[src/rtl/tcw_pkg.sv]
// Shared constants, codes and controller/datapath interface types for the
// text console cell writer. Depends on nothing.
package tcw_pkg;

  localparam int COLS_DEF = 80;
  localparam int ROWS_DEF = 25;

  localparam int FUNC_W   = 2;
  localparam int CHAR_W   = 8;
  localparam int INDEX_W  = 11;
  localparam int CURSOR_W = 11;
  localparam int CELL_W   = 16;
  localparam int COLOR_W  = 4;
  localparam int CFG_IDX_W = 1;

  localparam int S_DATA_W = 24;
  localparam int M_DATA_W = 32;

  localparam logic [FUNC_W-1:0] FUNC_PUT   = 2'd0;
  localparam logic [FUNC_W-1:0] FUNC_CLEAR = 2'd1;
  localparam logic [FUNC_W-1:0] FUNC_READ  = 2'd2;

  localparam logic [CFG_IDX_W-1:0] CFG_FG = 1'd0;
  localparam logic [CFG_IDX_W-1:0] CFG_BG = 1'd1;

  localparam logic [CHAR_W-1:0] CODE_BS    = 8'h08;
  localparam logic [CHAR_W-1:0] CODE_TAB   = 8'h09;
  localparam logic [CHAR_W-1:0] CODE_NL    = 8'h0A;
  localparam logic [CHAR_W-1:0] CODE_CR    = 8'h0D;
  localparam logic [CHAR_W-1:0] BLANK_CHAR = 8'h20;

  localparam logic [COLOR_W-1:0] FG_RESET = 4'hF;
  localparam logic [COLOR_W-1:0] BG_RESET = 4'h0;
  localparam logic [CELL_W-1:0]  RESET_CELL = 16'h0F20;

  // RAM write source selected by the controller
  localparam logic [1:0] WR_NONE  = 2'd0;
  localparam logic [1:0] WR_INIT  = 2'd1;
  localparam logic [1:0] WR_BLANK = 2'd2;
  localparam logic [1:0] WR_COPY  = 2'd3;

  typedef struct packed {
    logic       capture;
    logic       exec_put;
    logic       home;
    logic       load_rdata;
    logic       cnt_inc;
    logic [1:0] wr_mode;
    logic       load_out;
  } tcw_cmd_t;

  typedef struct packed {
    logic [FUNC_W-1:0] func;
    logic              idx_ok;
    logic              put_scroll;
    logic              cnt_last;
    logic              copy_end;
    logic              out_free;
  } tcw_sts_t;

endpackage

[src/rtl/tcw_ctrl.sv]
// Sequencing state machine for the console: reset sweep, item execution,
// clear and scroll sweeps, result hand-off. Depends on tcw_pkg.
module tcw_ctrl
  import tcw_pkg::*;
(
  input  logic     clk,
  input  logic     rst,
  input  logic     s_valid,
  output logic     s_ready,
  input  tcw_sts_t sts,
  output tcw_cmd_t cmd
);

  localparam logic [2:0] S_INIT  = 3'd0;
  localparam logic [2:0] S_IDLE  = 3'd1;
  localparam logic [2:0] S_EXEC  = 3'd2;
  localparam logic [2:0] S_RDATA = 3'd3;
  localparam logic [2:0] S_CLEAR = 3'd4;
  localparam logic [2:0] S_COPY  = 3'd5;
  localparam logic [2:0] S_FILL  = 3'd6;
  localparam logic [2:0] S_DONE  = 3'd7;

  logic [2:0] state, state_next;

  always_ff @(posedge clk) begin
    if (rst) begin
      state <= S_INIT;
    end else begin
      state <= state_next;
    end
  end

  assign s_ready = (state == S_IDLE);

  always_comb begin
    state_next = state;
    cmd        = '0;
    unique case (state)
      S_INIT: begin
        cmd.wr_mode = WR_INIT;
        cmd.cnt_inc = 1'b1;
        if (sts.cnt_last) state_next = S_IDLE;
      end
      S_IDLE: begin
        if (s_valid) begin
          cmd.capture = 1'b1;
          state_next  = S_EXEC;
        end
      end
      S_EXEC: begin
        priority if (sts.func == FUNC_PUT) begin
          cmd.exec_put = 1'b1;
          state_next   = sts.put_scroll ? S_COPY : S_DONE;
        end else if (sts.func == FUNC_CLEAR) begin
          cmd.home   = 1'b1;
          state_next = S_CLEAR;
        end else if (sts.func == FUNC_READ) begin
          state_next = sts.idx_ok ? S_RDATA : S_DONE;
        end else begin
          state_next = S_DONE;
        end
      end
      S_RDATA: begin
        cmd.load_rdata = 1'b1;
        state_next     = S_DONE;
      end
      S_CLEAR: begin
        cmd.wr_mode = WR_BLANK;
        cmd.cnt_inc = 1'b1;
        if (sts.cnt_last) state_next = S_DONE;
      end
      S_COPY: begin
        cmd.wr_mode = WR_COPY;
        if (sts.copy_end) begin
          state_next = S_FILL;
        end else begin
          cmd.cnt_inc = 1'b1;
        end
      end
      S_FILL: begin
        cmd.wr_mode = WR_BLANK;
        cmd.cnt_inc = 1'b1;
        if (sts.cnt_last) state_next = S_DONE;
      end
      S_DONE: begin
        if (sts.out_free) begin
          cmd.load_out = 1'b1;
          state_next   = S_IDLE;
        end
      end
      default: state_next = S_INIT;
    endcase
  end

endmodule

[config.mk]
export PLATFORM = sky130hd
export DESIGN_NAME = tcw_ctrl
export DESIGN_NICKNAME = d
export VERILOG_FILES = /design/src/rtl/tcw_pkg.sv /design/src/rtl/tcw_ctrl.sv
export SDC_FILE = /design/constraint.sdc
export NUM_CORES = 1
export LEC_CHECK = 0
export ABC_CLOCK_PERIOD_IN_PS = 3200
export BUFFER_PORTS_ARGS = -buffer_cell sky130_fd_sc_hd__buf_2
export CORE_AREA = 3 3 40 42
export CTS_BUF_LIST = sky130_fd_sc_hd__clkbuf_4 sky130_fd_sc_hd__clkbuf_8 sky130_fd_sc_hd__clkbuf_16
export DETAILED_ROUTE_END_ITERATION = 10
export DIE_AREA = 0 0 43 45
export GPL_ROUTABILITY_DRIVEN = 0
export GPL_TIMING_DRIVEN = 0
export PLACE_DENSITY = 0.48
export RECOVER_POWER = 50
export REMOVE_ABC_BUFFERS = 1
export SYNTH_ARGS = -nofsm -noshare
export SYNTH_HDL_FRONTEND = slang
export SYNTH_SLANG_ARGS = --single-unit
export TNS_END_PERCENT = 10
[constraint.sdc]
create_clock -name clk -period 3.2 [get_ports clk]
set_clock_uncertainty 0.15 [all_clocks]
set_input_delay 0 -clock clk [delete_from_list [all_inputs] [get_ports clk]]
set_output_delay 0 -clock clk [all_outputs]
set_load 0.05 [all_outputs]
# --- Word-level counts from Yosys, hierarchy flattened ---
# Index checks and enable logic that the tools add are counted.
totals:
  reg_bits: 3
  output_inout_bits: 9
  in_bits: 10
op_classes:
  n_reduce_logical: 4
  mux: 22
  eq_ne: 14
op_table:
  columns: ["cell", "n"]
  rows:
  - ["$mux 3", 9]
  - ["$pmux 3 s7", 1]
  - ["$eq 3x3->1 const B", 4]
  - ["$mux 1", 9]
  - ["$pmux 3 s3", 1]
  - ["$ne 2x2->1 const B", 4]
  - ["$eq 3x2->1 const B", 2]
  - ["$reduce_and 5->1", 1]
  - ["$mux 2", 2]
  - ["$eq 3x1->1 const B", 1]
  - ["$logic_not 3->1", 1]
  - ["$eq 2x1->1 const B", 1]
  - ["$eq 2x2->1 const B", 1]
  - ["$logic_not 2->1", 1]
  - ["$ne 2x1->1 const B", 1]
  - ["$reduce_or 2->1", 1]

# --- Depth between registers and ports, before layout ---
logic_depth:
  depth_word: 5
  mapped_depth: 5
  ltp_nobuf: 4

# --- Worst setup path before layout ---
# OpenSTA, ideal clock, no wires.
synth_timing:
  kind: "reg-to-output"
  from: "reg state[2]"
  to: "out cmd[6] (netlist name)"
  arrival_time_ns: 2.048
  required_ns: 3.050
  setup_slack_ns: 1.002
  path_stages_with_launch: 4
  path_cell_list: "dfxtp_1 > buf_2 > nand2b_4 > nor4_1"
synth_lines:
  columns: ["item", "line", "rtl"]
  rows:
  - ["from (decl)", "tcw_ctrl.sv:23", "logic [2:0] state, state_next;"]
  - ["from (signal assigned)", "tcw_ctrl.sv:29", "state <= state_next;"]
  - ["to (decl)", "tcw_ctrl.sv:11", "output tcw_cmd_t cmd"]

# --- Final worst setup path ---
layout_timing:
  from: "reg state[1]"
  to: "reg state[2]"
layout_via:
  elab_chain_len: 4
layout_rtl:
  columns: ["item", "line", "rtl"]
  rows:
  - ["$eq 3x3->1", "tcw_ctrl.sv:38", "unique case (state)"]
  - ["$reduce_or 2->1 (no line)", null, null]
  - ["$ne 2x1->1 (no line)", null, null]
  - ["$reduce_and 5->1 (no line)", null, null]
# Several ways; a longest one is shown, not always the timed one.
# A chain may end at the register's enable or synchronous reset.

==> flow_metrics.py <==
metrics = {
    "status": {
        "status": "complete, no violations",
    },
    "layout": {
        "final_util": 0.352,
        "num_antenna_cells": 0,
        "largest_reg_flops": 3,
        "areaGrowthSynthToFinish_pct": 46.6,
        "mostFrequentLayoutCell": "buf_2",
        "drive_above_1_share": 0.359,
        "final_nets": 75,
        "regMostFlops": "state",
        "reg.largest.list": "state (3)",
        "mostFrequentLayoutCells": "13 x buf_2, 6 x a21oi_1, 5 x clkbuf_1",
    },
    "detailed_routing": {
        "final_antenna_net_count": 0,
        "remaining_drc_errors": 0,
        "firstDrtPassIters": 4,
        "vias_per_cell": 4.77,
        "wl_um": 893,
        "drtIter0Drc": 6,
        "wl_per_cell_um": 11.3,
        "vias": 377,
    },
    "power_and_ir_drop": {
        "design_power_total_mw": 0.321,
        "power.density_nw_per_um2": 709,
        "vdd_ir_drop_max_mv": 0.184,
        "p_leak_nw": 0.197,
    },
    "floorplanning": {
        "initial_utilization": 0.241,
        "die_area_sq_um": 1940,
        "fp-row-count": 13,
        "num_io_pins": 19,
        "fp.coreArea_sq_um": 1280,
        "die_height_um": 45,
        "die_w_um": 43,
    },
    "yosys": {
        "synth-async-reset-ratio": 0,
        "synth_ff_type": "dfxtp_1",
        "syn_inst": 42,
        "synth_seq_area_share": 0.194,
        "synth-edff-count": 0,
        "syn_avg_cell_area_sq_um": 7.36,
        "yosys_warnings": 0,
        "syn-cell-area_sq_um": 309,
        "ys_types": 24,
        "ys_ff_latch": 3,
    },
    "min_path": {
        "hold_class": "input pin to flop",
        "hp-start": "sts[6]",
        "holdPathStages": 4,
        "hold-path-endpoint": "state[0]",
    },
    "timing": {
        "rsz0062_at_grt": "false",
        "fin_crit_sh": 0.698,
        "hold_viol_final": 0,
        "min_period_ps": 2240,
        "slew_headroom": 0.604,
        "drv_slew": 0,
        "holdWs_ps": 56.2,
        "finalSetupTns_ps": 0,
        "fin_ws_ps": 965,
        "max_freq_mhz": 447,
        "tightest_slew_ps": 596,
        "setup_viol": 0,
    },
    "critical_path": {
        "r2r_start": "state[1]",
        "r2r_slack_ps": 960,
        "worst-setup-path-type": "flop to flop",
        "crit_required_ps": 3160,
        "r2r_cells": 5,
        "critPathMaxFanout": 13,
        "critPathLaunchType": "flop",
        "critPathArrivalTime_ps": 2190,
        "r2r-end": "state[2]",
        "cp-end-kind": "flop",
    },
    "clocking": {
        "cts_setup_buffers": 0,
        "cts_buffers": 3,
        "cts_hold_buf": 3,
        "cts.htree.levels": 1,
        "clock-root-buffer": "clkbuf_4",
        "cts_resized": 0,
        "cts_tree": "yes",
        "clk-insertion-delay-late_ps": 230,
        "cts_max_path_buffers": 2,
        "clkTransAtPathRegs_ps": 40,
        "cts.sink_count": 3,
    },
    "place": {
        "dp_hpwl_um": 688,
        "place_ws_ps": 1590,
        "io_buffer_count": 18,
    },
    "global_routing": {
        "grt_max_degree": 14,
        "grt_usage": 0.0948,
        "antenna_found_initial": 0,
        "grt_pass1_wl_mm": 1.43,
        "grt_overflow": 0,
        "grt_pass1_vias": 351,
    },
    "run": {
        "cap_violations": 0,
    },
}
logic make-up after synthesis:
| family | synth area share |
|---|---|
| DFF | 0.194 |
| buffers and inverters | 0.0971 |
| AOI/OAI and AO/OA | 0.308 |
| muxes | 0.0648 |
| and+or+nand+nor | 0.336 |
worst max-delay path, cell delays in order (launching register included):
cell           delay, ps
dfxtp_1              630
mux2i_1              290
o22ai_2              100
a21oi_1              240
o32ai_1              140
dlygate4sd3_1        570
metal layers:
metal / vias to the layer above / global-route usage / share of wire
li1: 197 / - / -
met1: 169 / 0.118 / 0.43
met2: 11 / 0.165 / 0.51
met3: 0 / 0.0279 / 0.069
met4: 0 / 0.0181 / 0
met5: - / 0 / 0
cell usage after synthesis (2+ instances only):
library cell / n / area (sq um)
buf_2: 3 / 15.0
nand2_1: 3 / 11.3
nor3_1: 2 / 10.0
nor2_1: 3 / 11.3
dfxtp_1: 3 / 60.1
mux2i_1: 2 / 20.0
o21ai_0: 2 / 10.0
o21a_1: 2 / 15.0
inv_2: 3 / 11.3
a21oi_1: 5 / 25.0
final cells by class:
type                            instances  area, sq um
Fill cell                             152          832
Multi-Input combinational cell         32          215
Timing Repair Buffer                   21          114
Sequential cell                         3         60.1
Clock buffer                            4         30.0
Tap cell                               15         18.8
Inverter                                4         15.0
how the worst max path moves through the flow:
stage,startpoint,end,slack [ps],depth (start not counted)
after floorplan,state[1],cmd[6],930,2
after global placement,state[1],state[1],1550,4
after detailed placement,state[1],state[1],1590,4
after CTS,state[1],state[2],1050,5
after global routing,state[1],state[2],840,5
final,state[1],state[2],960,5
report_power, final:
part	internal, mW	switching (mW)	leakage (nW)	total [mW]
combinational	0.0526	0.121	0.154	0.174
clock	0.0551	0.0186	0.0184	0.0737
sequential	0.0456	0.0280	0.0247	0.0736
total	0.153	0.168	0.197	0.321
stage by stage:
stage | cells | area, sq um
CTS | 79 | 463
finish | 79 | 453
detailed placement | 72 | 403
global route | 79 | 453
floorplan | 39 | 294
global placement | 72 | 403
No activity file was read; power rests on OpenSTA's default activity.
